<file path="src/rtl/digest_header_tokenizer_defines.svh">
// Assertion macros shared by the tokenizer RTL.
// Each macro expects signals named clk and rst_n in the enclosing module.
`ifndef DIGEST_HEADER_TOKENIZER_DEFINES_SVH
`define DIGEST_HEADER_TOKENIZER_DEFINES_SVH

// Same-cycle implication, checked at every rising edge out of reset.
`define DHT_ASSERT_SAME(lbl, ante, cons) \
  lbl: assert property (@(posedge clk) disable iff (!rst_n) (ante) |-> (cons)) \
    else $error("dht: same-cycle check failed");

// Next-cycle implication, checked at every rising edge out of reset.
`define DHT_ASSERT_NEXT(lbl, ante, cons) \
  lbl: assert property (@(posedge clk) disable iff (!rst_n) (ante) |=> (cons)) \
    else $error("dht: next-cycle check failed");

`endif

</file>
<file path="src/rtl/dht_pkg.sv">
package dht_pkg;

  localparam int NAME_COUNT     = 10;
  localparam int KEY_NAME_BYTES = 8;

  localparam logic [2:0] PH_BEFORE_KEY = 3'd0;
  localparam logic [2:0] PH_IN_KEY     = 3'd1;
  localparam logic [2:0] PH_BEFORE_EQ  = 3'd2;
  localparam logic [2:0] PH_BEFORE_VAL = 3'd3;
  localparam logic [2:0] PH_OPEN_QUOTE = 3'd4;
  localparam logic [2:0] PH_IN_VAL     = 3'd5;
  localparam logic [2:0] PH_AFTER_VAL  = 3'd6;

  localparam logic [1:0] CLASS_NONE  = 2'd0;
  localparam logic [1:0] CLASS_KEY   = 2'd1;
  localparam logic [1:0] CLASS_VALUE = 2'd2;

  localparam logic [7:0] CH_EQ    = 8'h3D;
  localparam logic [7:0] CH_COMMA = 8'h2C;
  localparam logic [7:0] CH_SPACE = 8'h20;
  localparam logic [7:0] CH_QUOTE = 8'h22;

  localparam logic [3:0] PREFIX_SKIP_RESET = 4'd6;
  localparam logic [3:0] KEY_ID_UNKNOWN    = 4'd0;

  typedef logic [NAME_COUNT-1:0] cand_t;
  typedef logic [0:KEY_NAME_BYTES-1][7:0] key_text_t;

  localparam cand_t ALL_CANDIDATES = '1;

  // Names are stored left aligned: byte 0 holds the first character.
  localparam key_text_t KEY_TEXT [NAME_COUNT] = '{
    {"nonce", 24'h0},
    {"uri", 40'h0},
    {"method", 16'h0},
    {"username"},
    {"cnonce", 16'h0},
    {"nc", 48'h0},
    {"opaque", 16'h0},
    {"qop", 40'h0},
    {"response"},
    {"realm", 24'h0}
  };

  localparam logic [3:0] KEY_LEN [NAME_COUNT] = '{
    4'd5, 4'd3, 4'd6, 4'd8, 4'd6, 4'd2, 4'd6, 4'd3, 4'd8, 4'd5
  };

  typedef struct packed {
    logic [7:0] echo_byte;
    logic [1:0] byte_class;
    logic       pair_end;
    logic [3:0] key_id;
    logic       header_last;
  } result_t;

endpackage

</file>
<file path="src/rtl/dht_in_if.sv">
interface dht_in_if;
  logic       valid;
  logic       ready;
  logic [7:0] data_byte;
  logic       header_end;

  modport source (output valid, output data_byte, output header_end, input ready);
  modport sink (input valid, input data_byte, input header_end, output ready);
endinterface

</file>
<file path="src/rtl/dht_out_if.sv">
interface dht_out_if;
  logic       valid;
  logic       ready;
  logic [7:0] echo_byte;
  logic [1:0] byte_class;
  logic       pair_end;
  logic [3:0] key_id;
  logic       header_last;

  modport source (
    output valid, output echo_byte, output byte_class, output pair_end,
    output key_id, output header_last, input ready
  );
  modport sink (
    input valid, input echo_byte, input byte_class, input pair_end,
    input key_id, input header_last, output ready
  );
endinterface

</file>
<file path="src/rtl/dht_key_unit.sv">
module dht_key_unit (
  input  dht_pkg::cand_t cand_in,
  input  logic [3:0]     len_in,
  input  logic [7:0]     key_byte,
  output dht_pkg::cand_t cand_out,
  output logic [3:0]     len_out,
  output logic [3:0]     match_id
);
  import dht_pkg::*;

  always_comb begin
    for (int i = 0; i < NAME_COUNT; i++) begin
      cand_out[i] = cand_in[i] && (len_in < KEY_LEN[i]) &&
                    (KEY_TEXT[i][len_in[2:0]] == key_byte);
    end
  end

  assign len_out = (len_in == 4'hF) ? len_in : len_in + 4'd1;

  // The lowest matching index wins.
  always_comb begin
    match_id = KEY_ID_UNKNOWN;
    for (int i = NAME_COUNT - 1; i >= 0; i--) begin
      if (cand_in[i] && (len_in == KEY_LEN[i])) begin
        match_id = 4'(i + 1);
      end
    end
  end
endmodule

</file>
<file path="src/rtl/dht_parser.sv">
`include "digest_header_tokenizer_defines.svh"

module dht_parser (
  input  logic             clk,
  input  logic             rst_n,
  input  logic             cfg_wr_en,
  input  logic [3:0]       cfg_wr_data,
  input  logic             step_en,
  input  logic [7:0]       data_byte,
  input  logic             header_end,
  output dht_pkg::result_t res
);
  import dht_pkg::*;

  logic [3:0] prefix_skip_r;
  logic [2:0] phase_r, phase_nxt;
  logic       quoted_r, quoted_nxt;
  logic [3:0] skip_count_r, skip_count_nxt;
  cand_t      cand_r, cand_nxt;
  logic [3:0] key_len_r, key_len_nxt;
  logic [3:0] held_key_r, held_key_nxt;

  cand_t      feed_cand_in, feed_cand_out;
  logic [3:0] feed_len_in, feed_len_out, match_id;
  logic [1:0] cls;
  logic       done;

  assign feed_cand_in = (phase_r == PH_IN_KEY) ? cand_r : ALL_CANDIDATES;
  assign feed_len_in  = (phase_r == PH_IN_KEY) ? key_len_r : 4'd0;

  dht_key_unit u_key (
    .cand_in  (feed_cand_in),
    .len_in   (feed_len_in),
    .key_byte (data_byte),
    .cand_out (feed_cand_out),
    .len_out  (feed_len_out),
    .match_id (match_id)
  );

  always_comb begin
    phase_nxt      = phase_r;
    quoted_nxt     = quoted_r;
    skip_count_nxt = skip_count_r;
    cand_nxt       = cand_r;
    key_len_nxt    = key_len_r;
    held_key_nxt   = held_key_r;
    cls            = CLASS_NONE;
    done           = 1'b0;

    if (skip_count_r < prefix_skip_r) begin
      skip_count_nxt = skip_count_r + 4'd1;
    end else begin
      unique case (phase_r)
        PH_IN_KEY: begin
          if (data_byte == CH_EQ || data_byte == CH_SPACE) begin
            held_key_nxt = match_id;
            phase_nxt    = (data_byte == CH_EQ) ? PH_BEFORE_VAL : PH_BEFORE_EQ;
          end else begin
            cls         = CLASS_KEY;
            cand_nxt    = feed_cand_out;
            key_len_nxt = feed_len_out;
          end
        end
        PH_BEFORE_EQ: begin
          if (data_byte == CH_EQ) begin
            phase_nxt = PH_BEFORE_VAL;
          end
        end
        PH_BEFORE_VAL: begin
          if (data_byte == CH_QUOTE) begin
            quoted_nxt = 1'b1;
            phase_nxt  = PH_OPEN_QUOTE;
          end else if (data_byte != CH_SPACE) begin
            quoted_nxt = 1'b0;
            phase_nxt  = PH_IN_VAL;
            cls        = CLASS_VALUE;
            done       = header_end;
          end
        end
        PH_OPEN_QUOTE: begin
          if (data_byte == CH_QUOTE) begin
            done      = 1'b1;
            phase_nxt = PH_AFTER_VAL;
          end else begin
            cls       = CLASS_VALUE;
            phase_nxt = PH_IN_VAL;
          end
        end
        PH_IN_VAL: begin
          if (quoted_r) begin
            if (data_byte == CH_QUOTE) begin
              done      = 1'b1;
              phase_nxt = PH_AFTER_VAL;
            end else begin
              cls = CLASS_VALUE;
            end
          end else if (data_byte == CH_SPACE) begin
            done      = 1'b1;
            phase_nxt = PH_AFTER_VAL;
          end else if (data_byte == CH_COMMA) begin
            done      = 1'b1;
            phase_nxt = PH_BEFORE_KEY;
          end else begin
            cls  = CLASS_VALUE;
            done = header_end;
          end
        end
        PH_AFTER_VAL: begin
          if (data_byte == CH_COMMA) begin
            phase_nxt = PH_BEFORE_KEY;
          end
        end
        default: begin
          if (data_byte != CH_SPACE) begin
            cls         = CLASS_KEY;
            cand_nxt    = feed_cand_out;
            key_len_nxt = feed_len_out;
            phase_nxt   = PH_IN_KEY;
          end
        end
      endcase
    end

    if (header_end) begin
      phase_nxt      = PH_BEFORE_KEY;
      quoted_nxt     = 1'b0;
      skip_count_nxt = 4'd0;
      cand_nxt       = ALL_CANDIDATES;
      key_len_nxt    = 4'd0;
      held_key_nxt   = KEY_ID_UNKNOWN;
    end
  end

  always_ff @(posedge clk) begin
    if (!rst_n) begin
      prefix_skip_r <= PREFIX_SKIP_RESET;
      phase_r       <= PH_BEFORE_KEY;
      quoted_r      <= 1'b0;
      skip_count_r  <= 4'd0;
      cand_r        <= ALL_CANDIDATES;
      key_len_r     <= 4'd0;
      held_key_r    <= KEY_ID_UNKNOWN;
    end else begin
      if (cfg_wr_en) begin
        prefix_skip_r <= cfg_wr_data;
      end
      if (step_en) begin
        phase_r      <= phase_nxt;
        quoted_r     <= quoted_nxt;
        skip_count_r <= skip_count_nxt;
        cand_r       <= cand_nxt;
        key_len_r    <= key_len_nxt;
        held_key_r   <= held_key_nxt;
      end
    end
  end

  assign res.echo_byte   = data_byte;
  assign res.byte_class  = cls;
  assign res.pair_end    = done;
  assign res.key_id      = done ? held_key_r : KEY_ID_UNKNOWN;
  assign res.header_last = header_end;

  `DHT_ASSERT_SAME(a_pair_end_not_key, step_en && done, cls != CLASS_KEY)
  `DHT_ASSERT_SAME(a_key_id_only_on_end, res.key_id != KEY_ID_UNKNOWN, done)
  `DHT_ASSERT_SAME(a_in_key_has_length, phase_r == PH_IN_KEY, key_len_r != 4'd0)
  `DHT_ASSERT_NEXT(a_header_end_clears, step_en && header_end,
                   phase_r == PH_BEFORE_KEY && skip_count_r == 4'd0 &&
                   cand_r == ALL_CANDIDATES && key_len_r == 4'd0)
endmodule

</file>
<file path="src/rtl/digest_header_tokenizer.sv">
// Channel   Direction  Beat contents
// in_if     sink       data_byte, header_end
// out_if    source     echo_byte, byte_class, pair_end, key_id, header_last
// cfg_*     write      prefix_skip (4 bits), no read-back
//
// Each header byte passes an input register and a result register; one beat is accepted per cycle
// unless the result register stalls. The parse state updates as a beat moves to the result register.
// Reset is synchronous; it empties both registers and sets prefix_skip to 6.
// A stalled result register holds its beat while an empty input register still takes one more beat.
module digest_header_tokenizer (
  input  logic       clk,
  input  logic       rst_n,
  dht_in_if.sink     in_if,
  dht_out_if.source  out_if,
  input  logic       cfg_wr_en,
  input  logic [3:0] cfg_wr_data
);
  import dht_pkg::*;

  logic       in_valid_r;
  logic [7:0] in_byte_r;
  logic       in_end_r;
  logic       out_valid_r;
  result_t    out_res_r;
  result_t    step_res;
  logic       out_free;
  logic       step_en;

  assign out_free    = !out_valid_r || out_if.ready;
  assign step_en     = in_valid_r && out_free;
  assign in_if.ready = !in_valid_r || out_free;

  dht_parser u_parser (
    .clk         (clk),
    .rst_n       (rst_n),
    .cfg_wr_en   (cfg_wr_en),
    .cfg_wr_data (cfg_wr_data),
    .step_en     (step_en),
    .data_byte   (in_byte_r),
    .header_end  (in_end_r),
    .res         (step_res)
  );

  always_ff @(posedge clk) begin
    if (!rst_n) begin
      in_valid_r  <= 1'b0;
      out_valid_r <= 1'b0;
    end else begin
      if (in_if.ready) begin
        in_valid_r <= in_if.valid;
      end
      if (out_free) begin
        out_valid_r <= in_valid_r;
      end
    end
  end

  always_ff @(posedge clk) begin
    if (in_if.valid && in_if.ready) begin
      in_byte_r <= in_if.data_byte;
      in_end_r  <= in_if.header_end;
    end
    if (step_en) begin
      out_res_r <= step_res;
    end
  end

  assign out_if.valid       = out_valid_r;
  assign out_if.echo_byte   = out_res_r.echo_byte;
  assign out_if.byte_class  = out_res_r.byte_class;
  assign out_if.pair_end    = out_res_r.pair_end;
  assign out_if.key_id      = out_res_r.key_id;
  assign out_if.header_last = out_res_r.header_last;
endmodule

</file>
<file path="src/flat_wrapper.sv">
// flat-port wrapper written by rule: the top's interface ports become plain ports
module digest_header_tokenizer_flat import dht_pkg::*;
  (clk, rst_n, cfg_wr_en, cfg_wr_data, in_if_valid, in_if_data_byte, in_if_header_end, in_if_ready, out_if_valid, out_if_echo_byte, out_if_byte_class, out_if_pair_end, out_if_key_id, out_if_header_last, out_if_ready);
  dht_in_if in_if_i ();
  dht_out_if out_if_i ();
  input  logic clk;
  input  logic rst_n;
  input  logic cfg_wr_en;
  input  logic [3:0] cfg_wr_data;
  input wire logic [$bits(in_if_i.valid)-1:0] in_if_valid;
  input wire logic [$bits(in_if_i.data_byte)-1:0] in_if_data_byte;
  input wire logic [$bits(in_if_i.header_end)-1:0] in_if_header_end;
  output wire logic [$bits(in_if_i.ready)-1:0] in_if_ready;
  output wire logic [$bits(out_if_i.valid)-1:0] out_if_valid;
  output wire logic [$bits(out_if_i.echo_byte)-1:0] out_if_echo_byte;
  output wire logic [$bits(out_if_i.byte_class)-1:0] out_if_byte_class;
  output wire logic [$bits(out_if_i.pair_end)-1:0] out_if_pair_end;
  output wire logic [$bits(out_if_i.key_id)-1:0] out_if_key_id;
  output wire logic [$bits(out_if_i.header_last)-1:0] out_if_header_last;
  input wire logic [$bits(out_if_i.ready)-1:0] out_if_ready;
  assign in_if_i.valid = in_if_valid;
  assign in_if_i.data_byte = in_if_data_byte;
  assign in_if_i.header_end = in_if_header_end;
  assign in_if_ready = in_if_i.ready;
  assign out_if_valid = out_if_i.valid;
  assign out_if_echo_byte = out_if_i.echo_byte;
  assign out_if_byte_class = out_if_i.byte_class;
  assign out_if_pair_end = out_if_i.pair_end;
  assign out_if_key_id = out_if_i.key_id;
  assign out_if_header_last = out_if_i.header_last;
  assign out_if_i.ready = out_if_ready;
  digest_header_tokenizer u_core (.clk(clk), .rst_n(rst_n), .in_if(in_if_i), .out_if(out_if_i), .cfg_wr_en(cfg_wr_en), .cfg_wr_data(cfg_wr_data));
endmodule
</file>
<file path="config.mk">
export PLATFORM = sky130hd
export DESIGN_NAME = digest_header_tokenizer_flat
export DESIGN_NICKNAME = d
export VERILOG_FILES = /design/src/rtl/dht_pkg.sv /design/src/rtl/dht_in_if.sv /design/src/rtl/dht_out_if.sv /design/src/rtl/dht_key_unit.sv /design/src/rtl/dht_parser.sv /design/src/rtl/digest_header_tokenizer.sv /design/src/flat_wrapper.sv
export VERILOG_INCLUDE_DIRS = /design/src /design/src/rtl
export SDC_FILE = /design/constraint.sdc
export NUM_CORES = 1
export LEC_CHECK = 0
export ABC_CLOCK_PERIOD_IN_PS = 6800
export BUFFER_PORTS_ARGS = -buffer_cell sky130_fd_sc_hd__buf_2
export CORE_ASPECT_RATIO = 0.9
export CORE_UTILIZATION = 35
export CTS_CLUSTER_SIZE = 14
export DETAILED_ROUTE_END_ITERATION = 8
export GPL_TIMING_DRIVEN = 0
export PLACE_DENSITY = 0.61
export SYNTH_ARGS = -nofsm -noshare
export SYNTH_HDL_FRONTEND = slang
export SYNTH_SLANG_ARGS = --single-unit
</file>
<file path="constraint.sdc">
create_clock -name clk -period 6.8 [get_ports clk]
set_input_delay 1.36 -clock clk [delete_from_list [all_inputs] [get_ports clk]]
set_output_delay 1.36 -clock clk [all_outputs]
set_load 0.03 [all_outputs]
</file>
== Word level (Yosys, flattened, before mapping) ==
Memories as Yosys holds them, arrays and structs flattened.
Cells that the tools add are included.
W data, S select, Z words.

* Add/sub/neg operators: 2
* Magnitude comparators: 7
* Shift-type cells: 0
* Reductions and logical operators: 51
* Div/mod/pow operators: 0
* Multipliers: 0
* Bitwise operators: 1
* Equality and inequality tests: 34
* Mux-type cells: 85

{| class="wikitable"
|+ Operators by type and width
! cell !! number
|-
| $mux W8 || 20
|-
| $mux W4 || 22
|-
| $eq A8 B8 Y1 || 10
|-
| $mux W10 || 5
|-
| $mux W3 || 11
|-
| $eq A8 B6 Y1 const B || 4
|-
| $logic_and A1 B1 Y1 || 32
|-
| $pmux W10 S2 || 1
|-
| $pmux W3 S6 || 1
|-
| $mux W1 || 15
|-
| $mux W2 || 7
|-
| $pmux W2 S5 || 1
|-
| $eq A3 B3 Y1 const B || 3
|-
| $add A4 B1 Y4 const B || 2
|-
| $eq A4 B2 Y1 const B || 2
|-
| $eq A4 B3 Y1 const B || 2
|-
| $eq A4 B4 Y1 const B || 2
|-
| $lt A4 B2 Y1 const B || 2
|-
| $lt A4 B3 Y1 const B || 2
|-
| $ne A4 B3 Y1 const B || 2
|-
| $ne A8 B6 Y1 const B || 1
|-
| $pmux W4 S2 || 1
|-
| $reduce_and A4 Y1 || 2
|-
| $reduce_bool A2 Y1 || 4
|-
| other kinds (19) || 26
|}

* Word-level logic and storage cells: 206
* Memory bits (read-only): 640
* Input bits: 18
* Memory bits (writable): 0
* Bits in latches: 0
* Output and inout bits: 18
* Memories: 10
* Bits in registers: 57

{| class="wikitable"
|+ Memories
! name !! depth !! bits a word !! rd ports !! clocked after Yosys merged registers in !! wr ports !! line !! RTL
|-
| (name not given) || 8 || 8 || 1 || 0 || 0 || dht_key_unit.sv:14 || <nowiki>(KEY_TEXT[i][len_in[2:0]] == key_byte);</nowiki>
|-
| (name not given) || 8 || 8 || 1 || 0 || 0 || dht_key_unit.sv:14 ||
|-
| (name not given) || 8 || 8 || 1 || 0 || 0 || dht_key_unit.sv:14 ||
|-
| (name not given) || 8 || 8 || 1 || 0 || 0 || dht_key_unit.sv:14 ||
|-
| (name not given) || 8 || 8 || 1 || 0 || 0 || dht_key_unit.sv:14 ||
|-
| (name not given) || 8 || 8 || 1 || 0 || 0 || dht_key_unit.sv:14 ||
|-
| 4 more memories || - || - || - || - || - || - ||
|}

== Logic depth before layout (Yosys ltp) ==
* Word-level depth: 18
* Depth in mapped cells: 13
* Mapped depth without buffers: 12

== Modules after synthesis ==
A second synthesis with hierarchy kept.

* Cells, all modules: 479
* Area, all modules: 4317.9 µm²

{| class="wikitable"
|+ Modules (own cells, without submodules)
! module !! times used !! seq. area each (µm²) !! area each (µm²) !! cells an instance
|-
| dht_parser || 1 || 600.6 || 2067.0 || 234
|-
| dht_key_unit || 1 || 0.0 || 1396.3 || 211
|-
| digest_header_tokenizer || 1 || 790.8 || 854.6 || 34
|}

== Worst setup path after synthesis ==
No wires, ideal clock.

* Path type: input -> output
* Start point: input out_if_ready
* End point: output in_if_ready
* Path slack: 3.676 ns
* Stages: 2
* Arrival time: 1.764 ns
* Path buffers: 0
* Required time: 5.440 ns
* Cell sequence: nor2b_1 nand2_1

* Word-level cells in the longest chain between the ends: 2

{| class="wikitable"
|+ Ends and longest elaborated chain
! what !! line !! RTL
|-
| start, declared || flat_wrapper.sv:20 || <nowiki>input wire logic [$bits(out_if_i.ready)-1:0] out_if_ready;</nowiki>
|-
| $logic_or A1 B1 Y1 || digest_header_tokenizer.sv:29 || <nowiki>assign out_free = !out_valid_r || out_if.ready;</nowiki>
|-
| $logic_or A1 B1 Y1 || digest_header_tokenizer.sv:31 || <nowiki>assign in_if.ready = !in_valid_r || out_free;</nowiki>
|-
| end, declared || flat_wrapper.sv:13 || <nowiki>output wire logic [$bits(in_if_i.ready)-1:0] in_if_ready;</nowiki>
|}

No other way between the ends.

== Worst setup path after layout ==
* Start point: register u_core.u_parser.phase_r[2]
* End point: register u_core.u_parser.cand_r[7]

* Word-level cells in the longest chain between the ends: 12
* Elaborated cells between the ends (all ways): 26
* Classes of those cells: 1 x order compare; 9 x eq/ne; 9 x mux; 1 x bitwise; 5 x reduce/logical; 1 x memory

{| class="wikitable"
|+ Ends and longest elaborated chain
! what !! line !! RTL
|-
| start, declared || dht_parser.sv:16 || <nowiki>logic [2:0] phase_r, phase_nxt;</nowiki>
|-
| start signal, assigned || dht_parser.sv:148 || <nowiki>phase_r <= phase_nxt;</nowiki>
|-
| $eq A3 B1 Y1 || dht_parser.sv:28, dht_parser.sv:29, dht_parser.sv:53 ||
|-
| $mux W4 || dht_parser.sv:29 || <nowiki>assign feed_len_in = (phase_r == PH_IN_KEY) ? key_len_r : 4'd0;</nowiki>
|-
| $not A3 Y4 (not written as such) || dht_key_unit.sv:14 ||
|-
| $mem_v2 Z8 W8 || - ||
|-
| $mux W8 (not written as such) (2 in a row) || dht_key_unit.sv:14 ||
|-
| $eq A8 B8 Y1 || dht_key_unit.sv:14 ||
|-
| $logic_and A1 B1 Y1 || dht_key_unit.sv:13 || <nowiki>cand_out[i] = cand_in[i] && (len_in < KEY_LEN[i]) &&</nowiki>
|-
| $mux W10 (on tied branches) || dht_parser.sv:114, dht_parser.sv:55 ||
|-
| $pmux W10 S2 || dht_parser.sv:53 || <nowiki>unique case (phase_r)</nowiki>
|-
| $mux W10 || dht_parser.sv:50 || <nowiki>if (skip_count_r < prefix_skip_r) begin</nowiki>
|-
| $mux W10 || dht_parser.sv:124 || <nowiki>if (header_end) begin</nowiki>
|-
| end signal, assigned || dht_parser.sv:151 || <nowiki>cand_r <= cand_nxt;</nowiki>
|-
| end, declared || dht_parser.sv:19 || <nowiki>cand_t cand_r, cand_nxt;</nowiki>
|}

Several ways; a longest one is shown, not always the timed one. The select of a mux whose other input is x is not followed.
A chain may end at the register's enable or synchronous reset.

==> report_table.html <==
<table>
<tr><th>Metric</th><th>Value</th></tr>
<tr><th colspan="2">Outcome</th></tr>
<tr><td>Outcome</td><td>finished clean</td></tr>
<tr><th colspan="2">Die</th></tr>
<tr><td>Core Region</td><td>11000 um^2</td></tr>
<tr><td>Horizontal extent of the die</td><td>115 um</td></tr>
<tr><td>Count of boundary I/O pins</td><td>36</td></tr>
<tr><td>Die height</td><td>103 um</td></tr>
<tr><td>Count of standard-cell rows</td><td>36</td></tr>
<tr><td>Floorplan die area</td><td>11800 um^2</td></tr>
<tr><td>Effective utilization at floorplan</td><td>36.4%</td></tr>
<tr><th colspan="2">Critical path</th></tr>
<tr><td>Endpoint of the worst-slack reg-to-reg timing path</td><td>u_core.u_parser.cand_r[7]</td></tr>
<tr><td>Startpoint of the most critical register-to-register path</td><td>u_core.u_parser.phase_r[2]</td></tr>
<tr><td>Setup crit end</td><td>u_core.u_parser.cand_r[7]</td></tr>
<tr><td>Arrival @ worst endpoint</td><td>3.74 ns</td></tr>
<tr><td>CP required</td><td>7.07 ns</td></tr>
<tr><td>Start point of the critical path</td><td>u_core.u_parser.phase_r[2]</td></tr>
<tr><td>Setup crit end kind</td><td>flop</td></tr>
<tr><td>Setup slack, reg-to-reg</td><td>3.33 ns</td></tr>
<tr><td>Highest net fanout along the worst path</td><td>10</td></tr>
<tr><td>Crit path launch type</td><td>flop</td></tr>
<tr><td>Register-to-Register Path Depth</td><td>13</td></tr>
<tr><td>Startpoint-to-endpoint class of the critical path</td><td>flop to flop</td></tr>
<tr><th colspan="2">Power</th></tr>
<tr><td>Maximum resistive drop on vdd</td><td>0.188 mV</td></tr>
<tr><td>Switching component of the power</td><td>0.231 mW</td></tr>
<tr><td>Final Power</td><td>0.911 mW</td></tr>
<tr><td>Reg power frac</td><td>41.2%</td></tr>
<tr><td>Fraction of power spent switching nets</td><td>25.4%</td></tr>
<tr><td>PD cells</td><td>196 nW/um^2</td></tr>
<tr><td>Comb power frac</td><td>9.4%</td></tr>
<tr><td>Leakage Power</td><td>1.70 nW</td></tr>
<tr><td>Internal Dissipation</td><td>0.680 mW</td></tr>
<tr><td>Clock network fraction of total power</td><td>49.4%</td></tr>
<tr><th colspan="2">Finish</th></tr>
<tr><td>Growth of design area from synthesis to finish</td><td>16.4%</td></tr>
<tr><td>Final Non-Filler Cells</td><td>678</td></tr>
<tr><td>Final #Nets</td><td>551</td></tr>
<tr><td>Share of cells above drive strength 1</td><td>14.6%</td></tr>
<tr><td>Number of fillers in the final layout</td><td>1134</td></tr>
<tr><td>Antenna diode instance count</td><td>0</td></tr>
<tr><th colspan="2">Clocking</th></tr>
<tr><td>CTS H-tree depth</td><td>3</td></tr>
<tr><td>CTS Buffer Depth</td><td>2</td></tr>
<tr><td>Num CTS Buffers</td><td>9</td></tr>
<tr><td>Clock sinks</td><td>57</td></tr>
<tr><td>Setup repair bufs after CTS</td><td>0</td></tr>
<tr><td>Master cell of the clock root buffer</td><td>sky130_fd_sc_hd__clkbuf_16</td></tr>
<tr><td>Gates resized, CTS repair</td><td>0</td></tr>
<tr><td>CTS tree</td><td>done</td></tr>
<tr><td>Count of hold-fix buffers inserted at cts</td><td>0</td></tr>
<tr><td>Skew-Pair Late Insertion Delay</td><td>0.33 ns</td></tr>
<tr><td>Clock transition at path regs</td><td>0.05 ns</td></tr>
<tr><th colspan="2">Route</th></tr>
<tr><td>Number of iterations in the first detailed-routing pass</td><td>5</td></tr>
<tr><td>Total length of routed met2 wires</td><td>5360 um</td></tr>
<tr><td>Routed wire per std cell</td><td>17.6 um</td></tr>
<tr><td>Via/cell ratio</td><td>5.76</td></tr>
<tr><td>Routed met3 length</td><td>806 um</td></tr>
<tr><td>Post-route antenna net violation count</td><td>0</td></tr>
<tr><td>Vias</td><td>3908</td></tr>
<tr><td>Number of design rule violations left after detail routing</td><td>0</td></tr>
<tr><td>Top Layer Used</td><td>met4</td></tr>
<tr><td>Met1 wire length</td><td>5570 um</td></tr>
<tr><td>Total wirelength of the detailed-routed design</td><td>11900 um</td></tr>
<tr><td>Number of violations reported at the end of detailed-routing iteration 0</td><td>345</td></tr>
<tr><th colspan="2">Logic synthesis</th></tr>
<tr><td>Cell Area, Synth</td><td>4000 um^2</td></tr>
<tr><td>Number of nets in the synthesized netlist</td><td>506</td></tr>
<tr><td>Fraction of synthesis flops using an asynchronous set or reset pin</td><td>0%</td></tr>
<tr><td>Count of flip-flops with a built-in enable after synthesis</td><td>25</td></tr>
<tr><td>Most common flop cell mapped by yosys</td><td>sky130_fd_sc_hd__dfxtp_1</td></tr>
<tr><td>Avg Cell Area, Syn</td><td>8.40 um^2</td></tr>
<tr><td>Yosys warns</td><td>0</td></tr>
<tr><td>Number of cells produced by synthesis</td><td>476</td></tr>
<tr><td>Portion of the post-synthesis area used by sequential elements</td><td>34.8%</td></tr>
<tr><td>Number of distinct library cells after synthesis</td><td>71</td></tr>
<tr><td>Count of state elements after synthesis</td><td>57</td></tr>
<tr><th colspan="2">STA</th></tr>
<tr><td>Setup TNS</td><td>0 ns</td></tr>
<tr><td>Final period demand of the worst path</td><td>3.47 ns</td></tr>
<tr><td>Worst-case clock skew</td><td>0.00621 ns</td></tr>
<tr><td>Finish-stage setup viols</td><td>0</td></tr>
<tr><td>Number of slew-limit violations in the final report</td><td>0</td></tr>
<tr><td>Maximum clock frequency</td><td>0.288 GHz</td></tr>
<tr><td>Final count of hold timing violations</td><td>0</td></tr>
<tr><td>Transition time at the pin with the least slew margin</td><td>0.872 ns</td></tr>
<tr><td>RSZ-0062 raised after global routing</td><td>no</td></tr>
<tr><td>Final period util</td><td>51.0%</td></tr>
<tr><td>Worst rel slew slack</td><td>41.8%</td></tr>
<tr><th colspan="2">Global route</th></tr>
<tr><td>Overall overflow remaining after global route</td><td>0</td></tr>
<tr><td>Via count of the first global-routing pass</td><td>3671</td></tr>
<tr><td>Overall track demand over capacity in global routing</td><td>21.3%</td></tr>
<tr><td>Largest net degree at the start of global routing</td><td>21</td></tr>
<tr><td>Antenna violations before repair</td><td>0</td></tr>
<tr><td>Global-route wire length before repair</td><td>19300 um</td></tr>
<tr><th colspan="2">Job</th></tr>
<tr><td>Max-cap violations</td><td>0</td></tr>
<tr><th colspan="2">Placement</th></tr>
<tr><td>Gp weighted congestion</td><td>0.968</td></tr>
<tr><td>Number of instances in the placed design</td><td>662</td></tr>
<tr><td>DP HPWL</td><td>8640 um</td></tr>
<tr><td>Input/output buffers</td><td>34</td></tr>
<tr><th colspan="2">Min path</th></tr>
<tr><td>Worst min-delay path category</td><td>flop to flop</td></tr>
<tr><td>Worst min-delay path startpoint</td><td>u_core.u_parser.held_key_r[2]</td></tr>
</table>
cells by family (layout without fill, tap and decap cells):
kind of cell / after synthesis / in the layout / synth area share, %
mux: 8 / 8 / 2.07
xor+xnor: 25 / 25 / 5.48
compound gates: 132 / 132 / 22.3
fa+ha+maj: 12 / 12 / 3.76
simple gates: 187 / 187 / 25.8
flops: 57 / 57 / 34.8
buf+inv: 55 / 105 / 5.73
per-layer routing:
metal  global-route usage [%]  vias to the layer above
li1                         -                     1842
met1                     29.9                     1873
met2                     33.8                      170
met3                     3.26                       23
met4                     6.29                        0
met5                        0                        -
through the flow:
stage                     area [um^2]  utilization [%]  setup slack, ns  hold slack (ns)
after floorplan                  4000                -             3.68            0.421
after global placement           4360             39.6             3.25            0.436
after detailed placement         4360             39.6             3.20            0.436
after CTS                        4650             42.3             3.44            0.444
after global routing             4650             42.3             2.99            0.465
final                            4650             42.3             3.33            0.441
power by group through the flow:
stage	combinational [mW]	clock [mW]	sequential, mW
6_report	0.0853	0.450	0.375
3_3_place_gp	0.0826	0	0.382
3_5_place_dp	0.0838	0	0.382
2_1_floorplan	0.0489	0	0.391
5_1_grt	0.0920	0.476	0.376
4_1_cts	0.0843	0.458	0.375
critical path: stages (launching register included):
cell	delay [ns]
sky130_fd_sc_hd__dfxtp_1	0.35
sky130_fd_sc_hd__buf_2	0.21
sky130_fd_sc_hd__nor3b_4	0.43
sky130_fd_sc_hd__nand2_1	0.38
sky130_fd_sc_hd__inv_1	0.22
sky130_fd_sc_hd__ha_1	0.32
sky130_fd_sc_hd__inv_1	0.19
sky130_fd_sc_hd__ha_1	0.26
sky130_fd_sc_hd__nor3_1	0.15
sky130_fd_sc_hd__o22ai_1	0.09
sky130_fd_sc_hd__nor4_1	0.30
sky130_fd_sc_hd__nand2_1	0.13
sky130_fd_sc_hd__a31oi_1	0.22
sky130_fd_sc_hd__o22a_1	0.16
placed cells by master (no fill, tap or decap), types with 4 or more instances in the layout:
| master | Yosys | final |
|---|---|---|
| sky130_fd_sc_hd__buf_2 | 12 | 46 |
| sky130_fd_sc_hd__nand2_1 | 41 | 41 |
| sky130_fd_sc_hd__nor2_1 | 37 | 37 |
| sky130_fd_sc_hd__dfxtp_1 | 32 | 32 |
| sky130_fd_sc_hd__a21oi_1 | 31 | 31 |
| sky130_fd_sc_hd__o21ai_0 | 26 | 26 |
| sky130_fd_sc_hd__edfxtp_1 | 25 | 25 |
| sky130_fd_sc_hd__clkbuf_1 | 22 | 22 |
| sky130_fd_sc_hd__xnor2_1 | 18 | 18 |
| sky130_fd_sc_hd__nor3_1 | 17 | 17 |
| sky130_fd_sc_hd__inv_1 | 16 | 16 |
| sky130_fd_sc_hd__nand3_1 | 14 | 14 |
| sky130_fd_sc_hd__nand2b_1 | 13 | 13 |
| sky130_fd_sc_hd__ha_1 | 12 | 12 |
| sky130_fd_sc_hd__nand4_1 | 10 | 10 |
| sky130_fd_sc_hd__and2_1 | 9 | 9 |
| sky130_fd_sc_hd__a31oi_1 | 9 | 9 |
| sky130_fd_sc_hd__clkbuf_16 | 0 | 9 |
| sky130_fd_sc_hd__nor2b_1 | 7 | 7 |
| sky130_fd_sc_hd__and3_1 | 7 | 7 |
| sky130_fd_sc_hd__xor2_1 | 7 | 7 |
| sky130_fd_sc_hd__o22a_1 | 6 | 6 |
| sky130_fd_sc_hd__mux2i_1 | 6 | 6 |
| sky130_fd_sc_hd__a211oi_1 | 5 | 5 |
| sky130_fd_sc_hd__o2111ai_1 | 5 | 5 |
| sky130_fd_sc_hd__o22ai_1 | 4 | 4 |
| sky130_fd_sc_hd__o21a_1 | 4 | 4 |
| sky130_fd_sc_hd__or4_1 | 4 | 4 |
| sky130_fd_sc_hd__o211ai_1 | 4 | 4 |
| sky130_fd_sc_hd__nand3b_1 | 4 | 4 |
| sky130_fd_sc_hd__a21boi_1 | 4 | 4 |
registers in the layout, indices dropped and copies added, names as in the netlist, 3 cells and up:
signal	flops
u_core.in_byte_r	8
u_core.out_if.key_id	4
u_core.out_if.echo_byte	8
u_core.u_parser.cand_r	10
u_core.u_parser.skip_count_r	4
u_core.u_parser.phase_r	3
u_core.u_parser.key_len_r	4
u_core.u_parser.prefix_skip_r	4
u_core.u_parser.held_key_r	4
area by class of cell:
cell class	count	area, um^2	share of cell area [%]
inverters	17	63.8	1.37
clock inverters	7	71.3	1.53
well taps	152	190	4.09
flip-flops and latches	57	1390	29.9
multi-input cells	364	2380	51.1
repair buffers	34	170	3.66
plain buffers	38	165	3.55
clock buffers	9	225	4.84
worst min-delay path by stage:
| stage | endpoint | slack (ns) | cells past startpoint |
|---|---|---|---|
| after floorplan | u_core.out_if.echo_byte[4] | 0.42 | 0 |
| after global placement | u_core.out_if.echo_byte[6] | 0.44 | 0 |
| after detailed placement | u_core.out_if.header_last | 0.44 | 0 |
| after CTS | u_core.out_if.header_last | 0.44 | 0 |
| after global routing | u_core.out_if.header_last | 0.47 | 0 |
| final | u_core.u_parser.held_key_r[2] | 0.44 | 2 |
synthesized netlist by cell type (all sizes together), types with 6 or more instances:
cell	number	area, um^2
a21boi	7	52.6
nor2	37	139
nor2b	7	43.8
dfxtp	32	641
o22a	6	52.6
clkbuf	22	82.6
nand2b	13	81.3
ha	12	150
edfxtp	25	751
xor2	7	61.3
mux2i	6	60.1
buf	16	82.6
xnor2	18	158
a21oi	31	155
and3	7	43.8
o21ai	29	145
nor3	17	85.1
nand2	41	154
nand4	10	62.6
and2	9	56.3
nand3	16	97.6
inv	17	63.8
a31oi	9	56.3
(Power assumes the default switching activity.)
